### config.mk
export PLATFORM = sky130hd
export DESIGN_NAME = http_message_head_tokenizer
export DESIGN_NICKNAME = d
export VERILOG_FILES = /design/src/sv/hmt_pkg.sv /design/src/sv/hmt_front.sv /design/src/sv/hmt_back.sv /design/src/sv/http_message_head_tokenizer.sv
export VERILOG_INCLUDE_DIRS = /design/src /design/src/sv
export SDC_FILE = /design/constraint.sdc
export NUM_CORES = 2
export LEC_CHECK = 0
export BUFFER_PORTS_ARGS = -buffer_cell sky130_fd_sc_hd__buf_2
export CAP_MARGIN = 20
export CORE_MARGIN = 5
export CORE_UTILIZATION = 54
export CTS_BUF_LIST = sky130_fd_sc_hd__clkbuf_8
export DETAILED_ROUTE_END_ITERATION = 10
export GPL_TIMING_DRIVEN = 1
export HOLD_SLACK_MARGIN = 0.15
export MAX_ROUTING_LAYER = met4
export PLACE_DENSITY = 0.7
export SETUP_SLACK_MARGIN = 0.15
export SLEW_MARGIN = 5
export SYNTH_ARGS = -nofsm -noshare
export SYNTH_HDL_FRONTEND = slang
export SYNTH_SLANG_ARGS = --single-unit
### constraint.sdc
create_clock -name clk -period 26.1 [get_ports clk]
set_input_delay 1.305 -clock clk [delete_from_list [all_inputs] [get_ports clk]]
set_output_delay 1.305 -clock clk [all_outputs]
set_load 0.01 [all_outputs]
### src/sv/http_message_head_tokenizer_macros.svh
// Assertion macros for the HTTP message head tokenizer
`ifndef HTTP_MESSAGE_HEAD_TOKENIZER_MACROS_SVH
`define HTTP_MESSAGE_HEAD_TOKENIZER_MACROS_SVH
// implication checked each clock edge outside reset
`define HMT_ASSERT_IMP(label, ante, cons) \
    label: assert property (@(posedge clk) disable iff (!rst_n) (ante) |-> (cons)) \
        else $error("assertion failed");
// property that holds each clock edge outside reset
`define HMT_ASSERT_ALWAYS(label, expr) \
    label: assert property (@(posedge clk) disable iff (!rst_n) (expr)) \
        else $error("assertion failed");
`endif

### src/sv/hmt_pkg.sv
// Package: types, constants and helpers of the HTTP message head tokenizer
`timescale 1ns / 1ps
package hmt_pkg;
    localparam int OFFSET_BITS = 16;
    localparam int QDEPTH      = 4;
    localparam int QPTR_BITS   = 2;

    localparam logic [3:0] TK_METHOD     = 4'd0;
    localparam logic [3:0] TK_PATH       = 4'd1;
    localparam logic [3:0] TK_QUERY      = 4'd2;
    localparam logic [3:0] TK_VERSION    = 4'd3;
    localparam logic [3:0] TK_STATUS     = 4'd4;
    localparam logic [3:0] TK_REASON     = 4'd5;
    localparam logic [3:0] TK_HDR_NAME   = 4'd6;
    localparam logic [3:0] TK_HDR_VALUE  = 4'd7;
    localparam logic [3:0] TK_END        = 4'd8;
    localparam logic [3:0] TK_ERROR      = 4'd9;
    localparam logic [3:0] TK_INCOMPLETE = 4'd10;

    localparam logic [2:0] ERR_NONE     = 3'd0;
    localparam logic [2:0] ERR_FIRST_CR = 3'd1;
    localparam logic [2:0] ERR_LONE_CR  = 3'd2;
    localparam logic [2:0] ERR_STATUS   = 3'd3;
    localparam logic [2:0] ERR_TOO_LONG = 3'd4;

    localparam logic [1:0] PH_WORD1  = 2'd0;
    localparam logic [1:0] PH_WORD2  = 2'd1;
    localparam logic [1:0] PH_WORD3  = 2'd2;
    localparam logic [1:0] PH_HEADER = 2'd3;

    localparam logic [7:0] CH_CR    = 8'h0d;
    localparam logic [7:0] CH_LF    = 8'h0a;
    localparam logic [7:0] CH_COLON = 8'h3a;
    localparam logic [7:0] CH_QMARK = 8'h3f;
    localparam logic [7:0] CH_SPACE = 8'h20;
    localparam logic [7:0] CH_TAB   = 8'h09;

    typedef logic [OFFSET_BITS-1:0] pos_t;

    typedef struct packed {
        logic [3:0]  kind;
        logic [15:0] start;
        logic [15:0] length;
        logic [3:0]  mcode;
        logic [31:0] status;
        logic [2:0]  err;
        logic        last;
    } token_t;

    typedef struct packed {
        logic   [1:0] count;
        token_t [2:0] tok;
    } bundle_t;

    localparam int TOKEN_BITS = $bits(token_t);

    function automatic logic [7:0] verb_char(input logic [2:0] v, input logic [2:0] i);
        logic [55:0] s;
        begin
            unique case (v)
                3'd0: s = {"GET", 32'd0};
                3'd1: s = {"HEAD", 24'd0};
                3'd2: s = {"POST", 24'd0};
                3'd3: s = {"PUT", 32'd0};
                3'd4: s = {"DELETE", 8'd0};
                3'd5: s = "CONNECT";
                3'd6: s = "OPTIONS";
                default: s = {"TRACE", 16'd0};
            endcase
            verb_char = s[55 - 8*i -: 8];
        end
    endfunction

    function automatic logic [3:0] verb_size(input logic [2:0] v);
        begin
            unique case (v)
                3'd0: verb_size = 4'd3;
                3'd1: verb_size = 4'd4;
                3'd2: verb_size = 4'd4;
                3'd3: verb_size = 4'd3;
                3'd4: verb_size = 4'd6;
                3'd5: verb_size = 4'd7;
                3'd6: verb_size = 4'd7;
                default: verb_size = 4'd5;
            endcase
        end
    endfunction

    function automatic logic [15:0] trunc16(input pos_t p);
        logic [31:0] w;
        begin
            w = 32'(p);
            trunc16 = w[15:0];
        end
    endfunction
endpackage

### src/sv/hmt_front.sv
// Front end: per-byte parse state and token bundle generation
`timescale 1ns / 1ps
module hmt_front
    import hmt_pkg::*;
(
    input  logic       clk,
    input  logic       rst_n,
    input  logic       mode,
    input  logic       in_fire,
    input  logic [7:0] data_byte,
    input  logic       msg_start,
    input  logic       end_of_data,
    output logic       push,
    output bundle_t    bundle
);
    localparam logic [OFFSET_BITS:0] PMAX = {1'b0, {OFFSET_BITS{1'b1}}};

    logic [1:0]         phase_reg, phase_next;
    pos_t               pos_reg, pos_next;
    pos_t               tb_reg, tb_next;
    logic [OFFSET_BITS:0] qm_reg, qm_next;
    logic [OFFSET_BITS:0] cp_reg, cp_next;
    logic [OFFSET_BITS:0] vf_reg, vf_next;
    pos_t               ve_reg, ve_next;
    logic               cr_reg, cr_next;
    logic [7:0]         mm_reg, mm_next;
    logic [3:0]         ml_reg, ml_next;
    logic [32:0]        sa_reg, sa_next;
    logic               halt_reg, halt_next;

    logic [1:0]         ph;
    pos_t               tb, ve, p;
    logic [OFFSET_BITS:0] qm, cp, vf, p1;
    logic               cr;
    logic [7:0]         mm, up;
    logic [3:0]         ml;
    logic [32:0]        sa;
    logic [35:0]        sa10;
    logic               hl;
    logic [3:0]         mcode;
    bundle_t            b;
    token_t             t;
    pos_t               vstart, vlen, crp;
    logic               isdig;

    always_comb
    begin
        ph = phase_reg; p = pos_reg; tb = tb_reg; qm = qm_reg; cp = cp_reg; vf = vf_reg;
        ve = ve_reg; cr = cr_reg; mm = mm_reg; ml = ml_reg; sa = sa_reg; hl = halt_reg;
        if (msg_start)
        begin
            ph = PH_WORD1; p = '0; tb = '0; qm = '0; cp = '0; vf = '0; ve = '0;
            cr = 1'b0; mm = 8'hff; ml = '0; sa = '0; hl = 1'b0;
        end
        phase_next = ph; pos_next = p; tb_next = tb; qm_next = qm; cp_next = cp;
        vf_next = vf; ve_next = ve; cr_next = cr; mm_next = mm; ml_next = ml;
        sa_next = sa; halt_next = hl;
        b = '0;
        t = '0;
        p1 = {1'b0, p} + 1'b1;
        crp = p - 1'b1;
        up = (data_byte >= 8'h61 && data_byte <= 8'h7a) ? data_byte - 8'd32 : data_byte;
        mcode = 4'd0;
        for (int i = 7; i >= 0; i--)
        begin
            if (mm[i] && verb_size(3'(i)) == ml)
                mcode = 4'(i + 1);
        end
        sa10 = {3'b0, sa} * 36'd10 + {28'd0, data_byte - 8'h30};
        isdig = data_byte >= 8'h30 && data_byte <= 8'h39;
        vstart = '0; vlen = '0;
        if (!hl)
        begin
            if ({1'b0, p} >= PMAX)
            begin
                t.kind = TK_ERROR; t.start = trunc16(p); t.err = ERR_TOO_LONG;
                b.tok[0] = t; b.count = 2'd1; halt_next = 1'b1;
            end
            else
            begin
                unique case (ph)
                    PH_WORD1:
                    begin
                        if (data_byte == CH_SPACE)
                        begin
                            t.kind = mode ? TK_VERSION : TK_METHOD;
                            t.length = trunc16(p);
                            t.mcode = mode ? 4'd0 : mcode;
                            b.tok[0] = t; b.count = 2'd1;
                            tb_next = p1[OFFSET_BITS-1:0]; qm_next = '0; sa_next = '0;
                            phase_next = PH_WORD2;
                        end
                        else if (data_byte == CH_CR || data_byte == CH_LF)
                        begin
                            t.kind = TK_ERROR; t.start = trunc16(p); t.err = ERR_FIRST_CR;
                            b.tok[0] = t; b.count = 2'd1; halt_next = 1'b1;
                        end
                        else if (!mode)
                        begin
                            for (int i = 0; i < 8; i++)
                            begin
                                if (ml >= verb_size(3'(i)) || verb_char(3'(i), ml[2:0]) != up)
                                    mm_next[i] = 1'b0;
                            end
                            if (ml != 4'd15)
                                ml_next = ml + 1'b1;
                        end
                    end
                    PH_WORD2:
                    begin
                        if (data_byte == CH_SPACE)
                        begin
                            if (mode && (p == tb || sa[32]))
                            begin
                                t.kind = TK_ERROR; t.start = trunc16(p); t.err = ERR_STATUS;
                                b.tok[0] = t; b.count = 2'd1; halt_next = 1'b1;
                            end
                            else
                            begin
                                if (mode)
                                begin
                                    t.kind = TK_STATUS; t.start = trunc16(tb);
                                    t.length = trunc16(p - tb); t.status = sa[31:0];
                                    b.tok[0] = t; b.count = 2'd1;
                                end
                                else if (qm != '0)
                                begin
                                    t.kind = TK_PATH; t.start = trunc16(tb);
                                    t.length = trunc16(OFFSET_BITS'(qm - 1'b1) - tb);
                                    b.tok[0] = t;
                                    t.kind = TK_QUERY;
                                    t.start = trunc16(qm[OFFSET_BITS-1:0]);
                                    t.length = trunc16(p - qm[OFFSET_BITS-1:0]);
                                    b.tok[1] = t; b.count = 2'd2;
                                end
                                else
                                begin
                                    t.kind = TK_PATH; t.start = trunc16(tb);
                                    t.length = trunc16(p - tb);
                                    b.tok[0] = t; b.count = 2'd1;
                                end
                                tb_next = p1[OFFSET_BITS-1:0]; cr_next = 1'b0;
                                phase_next = PH_WORD3;
                            end
                        end
                        else if (data_byte == CH_CR || data_byte == CH_LF)
                        begin
                            t.kind = TK_ERROR; t.start = trunc16(p); t.err = ERR_FIRST_CR;
                            b.tok[0] = t; b.count = 2'd1; halt_next = 1'b1;
                        end
                        else if (mode)
                        begin
                            if (!isdig)
                                sa_next = 33'h1_0000_0000;
                            else if (!sa[32])
                                sa_next = (sa10[35:32] != 4'd0) ? 33'h1_0000_0000
                                                                : {1'b0, sa10[31:0]};
                        end
                        else if (qm == '0 && data_byte == CH_QMARK)
                            qm_next = p1;
                    end
                    PH_WORD3:
                    begin
                        if (cr)
                        begin
                            if (data_byte != CH_LF)
                            begin
                                t.kind = TK_ERROR; t.start = trunc16(p); t.err = ERR_LONE_CR;
                                b.tok[0] = t; b.count = 2'd1; halt_next = 1'b1;
                            end
                            else
                            begin
                                t.kind = mode ? TK_REASON : TK_VERSION;
                                t.start = trunc16(tb); t.length = trunc16(crp - tb);
                                b.tok[0] = t; b.count = 2'd1;
                                tb_next = p1[OFFSET_BITS-1:0]; cp_next = '0; vf_next = '0;
                                ve_next = '0; cr_next = 1'b0; phase_next = PH_HEADER;
                            end
                        end
                        else if (data_byte == CH_CR)
                            cr_next = 1'b1;
                    end
                    default:
                    begin
                        if (cr)
                        begin
                            if (data_byte != CH_LF)
                            begin
                                t.kind = TK_ERROR; t.start = trunc16(p); t.err = ERR_LONE_CR;
                                b.tok[0] = t; b.count = 2'd1; halt_next = 1'b1;
                            end
                            else if (crp == tb)
                            begin
                                t.kind = TK_END; t.length = trunc16(p1[OFFSET_BITS-1:0]);
                                b.tok[0] = t; b.count = 2'd1; halt_next = 1'b1;
                            end
                            else
                            begin
                                t.kind = TK_HDR_NAME; t.start = trunc16(tb);
                                if (cp != '0)
                                begin
                                    t.length = trunc16(OFFSET_BITS'(cp - 1'b1) - tb);
                                    if (vf != '0)
                                    begin
                                        vstart = OFFSET_BITS'(vf - 1'b1);
                                        vlen = ve - vstart;
                                    end
                                    else
                                        vstart = crp;
                                end
                                else
                                begin
                                    t.length = trunc16(crp - tb);
                                    vstart = crp;
                                end
                                b.tok[0] = t;
                                t.kind = TK_HDR_VALUE; t.start = trunc16(vstart);
                                t.length = trunc16(vlen);
                                b.tok[1] = t; b.count = 2'd2;
                                tb_next = p1[OFFSET_BITS-1:0]; cp_next = '0; vf_next = '0;
                                ve_next = '0; cr_next = 1'b0;
                            end
                        end
                        else if (data_byte == CH_CR)
                            cr_next = 1'b1;
                        else if (cp == '0)
                        begin
                            if (data_byte == CH_COLON)
                                cp_next = p1;
                        end
                        else if (data_byte != CH_SPACE && data_byte != CH_TAB)
                        begin
                            if (vf == '0)
                                vf_next = p1;
                            ve_next = p1[OFFSET_BITS-1:0];
                        end
                    end
                endcase
                pos_next = p1[OFFSET_BITS-1:0];
                if (!halt_next && end_of_data)
                begin
                    t = '0;
                    t.kind = TK_INCOMPLETE; t.length = trunc16(p1[OFFSET_BITS-1:0]);
                    b.tok[b.count] = t;
                    b.count = b.count + 1'b1;
                    halt_next = 1'b1;
                end
            end
        end
        if (b.count != 2'd0)
            b.tok[b.count - 1'b1].last = 1'b1;
    end

    assign push   = in_fire && b.count != 2'd0;
    assign bundle = b;

    always_ff @(posedge clk or negedge rst_n)
    begin
        if (!rst_n)
        begin
            phase_reg <= PH_WORD1; pos_reg <= '0; tb_reg <= '0; qm_reg <= '0; cp_reg <= '0;
            vf_reg <= '0; ve_reg <= '0; cr_reg <= 1'b0; mm_reg <= 8'hff; ml_reg <= '0;
            sa_reg <= '0; halt_reg <= 1'b0;
        end
        else if (in_fire)
        begin
            phase_reg <= phase_next; pos_reg <= pos_next; tb_reg <= tb_next;
            qm_reg <= qm_next; cp_reg <= cp_next; vf_reg <= vf_next; ve_reg <= ve_next;
            cr_reg <= cr_next; mm_reg <= mm_next; ml_reg <= ml_next; sa_reg <= sa_next;
            halt_reg <= halt_next;
        end
    end
endmodule

### src/sv/hmt_back.sv
// Back end: bundle queue and token serializer onto the output stream
`timescale 1ns / 1ps
module hmt_back
    import hmt_pkg::*;
(
    input  logic                  clk,
    input  logic                  rst_n,
    input  logic                  push,
    input  bundle_t               bundle,
    output logic                  space,
    output logic                  m_axis_tvalid,
    input  logic                  m_axis_tready,
    output logic [TOKEN_BITS-1:0] m_axis_tdata
);
    `include "http_message_head_tokenizer_macros.svh"

    bundle_t              q_reg [QDEPTH];
    logic [QPTR_BITS-1:0] wp_reg, rp_reg;
    logic [QPTR_BITS:0]   cnt_reg;
    logic [1:0]           sub_reg;
    bundle_t              head;
    logic                 pop, fire;

    assign head          = q_reg[rp_reg];
    assign m_axis_tvalid = cnt_reg != '0;
    assign m_axis_tdata  = head.tok[sub_reg];
    assign fire          = m_axis_tvalid && m_axis_tready;
    assign pop           = fire && (sub_reg == head.count - 1'b1);
    assign space         = cnt_reg < (QPTR_BITS+1)'(QDEPTH);

    always_ff @(posedge clk)
    begin
        if (push)
            q_reg[wp_reg] <= bundle;
    end

    always_ff @(posedge clk or negedge rst_n)
    begin
        if (!rst_n)
        begin
            wp_reg <= '0; rp_reg <= '0; cnt_reg <= '0; sub_reg <= '0;
        end
        else
        begin
            if (push)
                wp_reg <= wp_reg + 1'b1;
            if (pop)
            begin
                rp_reg  <= rp_reg + 1'b1;
                sub_reg <= '0;
            end
            else if (fire)
                sub_reg <= sub_reg + 1'b1;
            cnt_reg <= cnt_reg + (QPTR_BITS+1)'(push) - (QPTR_BITS+1)'(pop);
        end
    end

    `HMT_ASSERT_ALWAYS(a_cnt_bound, cnt_reg <= (QPTR_BITS+1)'(QDEPTH))
    `HMT_ASSERT_IMP(a_no_overflow, cnt_reg == (QPTR_BITS+1)'(QDEPTH), !push || pop)
    `HMT_ASSERT_IMP(a_sub_range, m_axis_tvalid, sub_reg < head.count)
    `HMT_ASSERT_IMP(a_last_pop, fire, m_axis_tdata[0] == pop)
endmodule

### src/sv/http_message_head_tokenizer.sv
// Top level of the HTTP message head tokenizer
`timescale 1ns / 1ps
// Usage:
//   s_axis carries one byte of the message head per word; tuser[0] is msg_start
//   (restart, byte at offset zero), tlast is end_of_data.
//   cfg_valid/cfg_ready/cfg_data write parse_mode (0 request, 1 response); write
//   only while the block is idle.
//   m_axis carries one token per word; tlast marks the last token caused by a byte.
//   A byte is parsed in the cycle it is accepted: its tokens (none to three) enter a
//   four-entry bundle queue, which registers them before the first appears on m_axis.
//   Throughput is one byte per cycle while each byte yields at most one token and
//   m_axis is ready; a byte with several tokens sends them as that many words.
//   When m_axis stalls, the queue absorbs up to four bundles and then s_axis_tready
//   drops; no token is lost or repeated.
//   Reset clears the parse state, empties the queue and sets request mode.
module http_message_head_tokenizer
    import hmt_pkg::*;
(
    input  logic        clk,
    input  logic        rst_n,
    input  logic        s_axis_tvalid,
    output logic        s_axis_tready,
    input  logic [7:0]  s_axis_tdata,   // [7:0] data_byte
    input  logic        s_axis_tuser,   // [0] msg_start
    input  logic        s_axis_tlast,   // end_of_data
    input  logic        cfg_valid,
    output logic        cfg_ready,
    input  logic        cfg_data,
    output logic        m_axis_tvalid,
    input  logic        m_axis_tready,
    // [3:0] token_kind, [19:4] token_start, [35:20] token_length, [39:36] method_code,
    // [71:40] status_value, [74:72] error_kind; zero filled
    output logic [79:0] m_axis_tdata,
    output logic        m_axis_tlast    // last_of_run
);
    logic                  mode_reg;
    logic                  push, space, in_fire;
    bundle_t               bundle;
    logic [TOKEN_BITS-1:0] tok;
    token_t                t;

    assign cfg_ready     = 1'b1;
    assign s_axis_tready = space;
    assign in_fire       = s_axis_tvalid && s_axis_tready;

    always_ff @(posedge clk or negedge rst_n)
    begin
        if (!rst_n)
            mode_reg <= 1'b0;
        else if (cfg_valid)
            mode_reg <= cfg_data;
    end

    hmt_front u_front (
        .clk(clk), .rst_n(rst_n), .mode(mode_reg), .in_fire(in_fire),
        .data_byte(s_axis_tdata), .msg_start(s_axis_tuser), .end_of_data(s_axis_tlast),
        .push(push), .bundle(bundle)
    );

    hmt_back u_back (
        .clk(clk), .rst_n(rst_n), .push(push), .bundle(bundle), .space(space),
        .m_axis_tvalid(m_axis_tvalid), .m_axis_tready(m_axis_tready), .m_axis_tdata(tok)
    );

    assign t            = token_t'(tok);
    assign m_axis_tdata = {5'd0, t.err, t.status, t.mcode, t.length, t.start, t.kind};
    assign m_axis_tlast = t.last;
endmodule

---- Word level (Yosys, flattened, before mapping) ----
Memory sizes are Yosys's and may differ from the RTL's.
Index checks and enable logic that the tools add are counted.
storage, ports and cells
  RAM bits ................................ 920
  flip-flop bits (word level) ............. 158
  memories ................................ 1
  input port bits ......................... 16
  output and inout port bits .............. 84
cells by class
  equality and inequality tests ........... 27
  reduce and logical (&&, ||, !) cells .... 44
  $mul .................................... 1
  order comparisons ....................... 16
  multiplexer cells ....................... 278
  add/sub/neg operators ................... 24
  shift operators ......................... 8
memory list
  name          words  bits a word  read ports  clocked after Yosys merged registers in  wr ports  RTL line        source
  u_back.q_reg  4      230          1           0                                        1         hmt_back.sv:17  bundle_t q_reg [QDEPTH];
operator list
  cell                     number
  $mux W56                 49
  $mux W76                 19
  $mux W17                 31
  $shiftx A63 B33 Y8       8
  $mux W16                 30
  $mux W230                2
  $bwmux W228              2
  $mux W33                 10
  $demux W76 S2            2
  $mux W152                2
  $mux W228                1
  $pmux W76 S3             1
  $mux W4                  47
  $bmux W76 S2             1
  $pmux W76 S2             1
  $mux W75                 2
  $pmux W17 S2             3
  $sub A16 B16 Y16         6
  $mux W74                 1
  $pmux W33 S2             1
  $mux W8                  8
  $ne A8 B8 Y1             8
  $sub A16 B1 Y16 const B  4
  $logic_not A17 Y1        3
  46 further kinds         156

---- Logic depth before layout (Yosys ltp) ----
  depth after elaboration ................. 27
  gate-level depth with buffers ........... 33

---- Modules after synthesis ----
Synthesis repeated with hierarchy kept, for this count alone.
second synthesis, totals
  cells, all modules ...................... 4,477
  area total of the unflattened synthesis .. 56,098.8 um^2
modules (own cells, without submodules)
  module                       area an instance (um^2)  cells each  times used
  hmt_back                     35,145.0                 1,510       1
  hmt_front                    20,855.0                 2,956       1
  http_message_head_tokenizer  98.8                     11          1

---- Least setup slack after synthesis ----
Ideal clock, no wire load.
  path type ............................... input -> register
  start ................................... in s_axis_tuser
  end ..................................... mem u_back.q_reg[0][0] (netlist bit) (enable)
  library setup time ...................... 507 ps
  slack ................................... 16,008 ps
  stages .................................. 26
  buffers on the path ..................... 3
  arrival time ............................ 9,585 ps
  cell sequence ........................... buf_2 inv_1 buf_2 buf_1 nand2_1 ha_1 nand3_1 or3_1 or3_1 nor3_1 nor3b_1 nand3_1 xnor2_1 ha_1 nand4_1 nor4_1 nand3_1 a21oi_1 mux2i_1 o21ai_0 inv_1 ha_1 or3_1 mux2i_1 a21boi_1 and2_1
between the ends
  longest elaborated chain between the ends .. 18
  elaborated cells on any way between the ends .. 47
  classes of those cells .................. 2 x add/sub; 1 x order compare; 4 x eq/ne; 32 x mux; 8 x reduce/logical
ends and longest elaborated chain
  item                                                      RTL line                           source
  start, declared                                           http_message_head_tokenizer.sv:24  input logic s_axis_tuser,
  branches (longest 13 deep; another with $sub A16 B1 Y16)  -
  $mux W230 (*)                                             hmt_front.sv:72                    if (!hl)
  $reduce_bool A2 Y1 (*)                                    hmt_front.sv:254                   assign push = in_fire && b.count != 2'd0;
  $logic_and A1 B1 Y1 (*)                                   hmt_front.sv:254
  $mux W1 (*)                                               hmt_back.sv:33                     if (push)
  $mux W1 (implied by the code) (*)                         hmt_back.sv:34                     q_reg[wp_reg] <= bundle;
  end, declared                                             hmt_back.sv:17
Every way passes the cells marked *. The select of a mux whose other input is x is not followed.

---- Worst setup path after layout ----
  start ................................... in s_axis_tuser
  end ..................................... mem u_back.q_reg[1][139] (netlist bit) (enable)
Same word-level chain as after synthesis.

==> results.txt <==
Worst Setup End Kind -> flop
via count -> 33,500
Die W -> 286 µm
Global Route Usage Sum -> 37.7%
CTS max path bufs -> 3
Routed Antenna Nets -> 0
RSZ-0062 raised after global routing -> false
post-synth top area share -> 38.6%
H-tree Lvls -> 3
YS warnings -> 0
clk sinks -> 686
Slowest Stage Delay on Critical Path -> 0.86 ns
Post-synth top flop -> edfxtp_1
WL/cell -> 30.4 µm
TritonCTS clock tree -> built
Synth Area per Inst -> 10.6 µm²
Tmin final -> 10.24 ns
Post-CTS Setup Inserts -> 0
Vias/cell -> 6.69
Slew HR -> 14.6%
hold buffer count at cts -> 0
Post-synth EDFFs -> 528
Mapped Area -> 41,000 µm²
Core Rows -> 101
GPL Wtd Cong -> 1.08
Clk pin slew, worst setup/hold paths -> 0.06 ns
Worst path slowest cell -> buf_4
Max VDD drop -> 0.0000846 V
CP Class -> input port to flop
final setup violation count -> 0
final hold vios -> 0
# IOs -> 100
WP data arrival -> 10.60 ns
CP startpoint kind -> input port
P&R area growth vs syn -> 9.10%
1st-pass router iterations -> 6
layout cells sized above 1 -> 13.0%
Slew @ Worst Pin -> 1.28 ns
Worst Skew -> 0.0761 ns
worst min path class -> input port to asynchronous set/reset pin
Peak Freq -> 0.0977 GHz
I/O Buffers -> 93
top cells by area, synth -> edfxtp_1, dfrtp_1, mux4_2
commonest non-fill, non-tap cell in the layout -> edfxtp_1
Async SR Flop Fraction -> 23.0%
CTS Buf Count -> 111
Starting DRT DRC Count -> 4,619
Seq/Total Area, Yosys -> 48.3%
Yosys top cell by area -> edfxtp_1
Die H -> 286 µm
Netlist cell types -> 102
Setup TNS Final -> 0 ns
initial antenna violation count -> 19
Final #Nets -> 4,114
hold_ws -> 0.451 ns
Clock Latency Late Sink -> 0.81 ns
final wirelength -> 152,000 µm
Initial Utilization -> 54.2%
Leak -> 16.9 nW
crit path max fanout -> 74
max_cap viols -> 0
pin count of the biggest net entering global routing -> 99
max reg flops -> 528
fin. max-slew vios -> 0
dpl hpwl -> 110,000 µm
status -> finished, final reports clean
full die area -> 81,600 µm²
Mapped Cells -> 3,884
#FFs+latches synth -> 686
Cell Pwr Density -> 77.3 nW/µm²
vias in the first global route -> 31,400
Root Buffer Master -> clkbuf_8
most frequent cells in the layout -> edfxtp_1, nand2_1, nor2_1
core area -> 75,700 µm²
GR Overflow Total -> 0
period utilization -> 39.2%
first-pass GRT wire length -> 220,000 µm
post-CTS resize count -> 0
CP required -> 26.46 ns
drt drc -> 0
Critical Path Most Common Cell -> buf_4
[metal layers]
| metal | vias up | share of wire, % | track usage [%] |
|---|---|---|---|
| met2 | 1964 | 42 | 52.8 |
| met5 | - | 0 | - |
| met4 | 0 | 4.3 | 13.0 |
| met3 | 342 | 11 | 8.78 |
| met1 | 16600 | 42 | 54.4 |
| li1 | 14600 | - | - |
[logic make-up (layout without fill, tap and decap cells)]
kind of cell               Yosys count  count (layout)  share of synthesized area (%)
and+or+nand+nor                   1266            1266                           14.4
AOI/OAI and AO/OA                 1034            1034                           15.9
DFF                                686             686                           48.3
buffers and inverters              340             479                           3.22
xor gates and xnor gates           215             215                           4.61
muxes                              174             174                           8.29
adders and majority gates          167             167                           5.23
other                                2              16                         0.0183
[power by group]
group	switching (W)	internal (W)
logic	0.000768	0.000469
clock network	0.000461	0.000452
registers	0.0000638	0.00125
total	0.00129	0.00217
[worst max-delay path, delay by kind of cell]
| family | cells | cell delay (ns) |
|---|---|---|
| fa+ha+maj | 3 | 0.98 |
| simple gates | 12 | 3.34 |
| buf+inv | 6 | 2.79 |
| xor+xnor | 1 | 0.18 |
| mux | 2 | 0.20 |
| compound gates | 3 | 1.59 |
[area by class of cell]
cell class              instances  area [µm²]
fillers                      6366       30900
multi-input cells            2862       20000
flip-flops and latches        686       19800
clock buffers                 116        1600
well taps                     978        1220
repair buffers                173        1110
clock inverters                91         582
inverters                      99         372
diodes                         10        25.0
[through the flow]
| stage | worst slack (ns) | area (µm²) | util [%] | total power [W] | cells |
|---|---|---|---|---|---|
| final | 15.86 | 44800 | 59.2 | 0.00346 | 5015 |
| after global routing | 15.56 | 44800 | 59.1 | 0.00361 | 5013 |
| after CTS | 16.20 | 44700 | 59.1 | 0.00346 | 5004 |
| after detailed placement | 15.40 | 42600 | 56.2 | 0.00255 | 4797 |
| after global placement | 15.53 | 42500 | 56.2 | 0.00255 | 4795 |
| after floorplan | 16.01 | 41100 | - | 0.00211 | 3888 |
[synthesized netlist by cell type (36+ instances only)]
| library cell | number |
|---|---|
| a211oi_1 | 46 |
| a21o_1 | 60 |
| a21oi_1 | 250 |
| a31oi_1 | 48 |
| and2_1 | 64 |
| and3_1 | 42 |
| buf_1 | 49 |
| clkbuf_1 | 177 |
| dfrtp_1 | 150 |
| edfxtp_1 | 528 |
| ha_1 | 157 |
| inv_1 | 96 |
| mux2i_1 | 39 |
| mux4_2 | 132 |
| nand2_1 | 408 |
| nand3_1 | 81 |
| nor2_1 | 351 |
| nor2b_1 | 114 |
| nor3_1 | 73 |
| o21ai_0 | 300 |
| o22ai_1 | 40 |
| o31ai_1 | 36 |
| xnor2_1 | 140 |
| xor2_1 | 74 |
[path summary, 6_finish.rpt]
check	startpoint	endpoint	slack, ns	cells past startpoint
max in group asynchronous	rst_n	u_back.rp_reg[0]$_DFFE_PN0P_	24.33	2
worst max register to register	u_front.pos_reg[0]$_DFFE_PN0P_	u_back.q_reg[1][139]$_DFFE_PP_	16.63	25
min in group clk	u_front.ve_reg[9]$_DFFE_PN0P_	u_front.ve_reg[9]$_DFFE_PN0P_	0.47	2
worst max-delay path	s_axis_tuser	u_back.q_reg[1][139]$_DFFE_PP_	15.86	27
worst min register to register	u_front.ve_reg[9]$_DFFE_PN0P_	u_front.ve_reg[9]$_DFFE_PN0P_	0.47	2
worst min-delay path	rst_n	u_front.ve_reg[10]$_DFFE_PN0P_	0.45	1
Note: power is estimated with default switching activity, not from simulation.
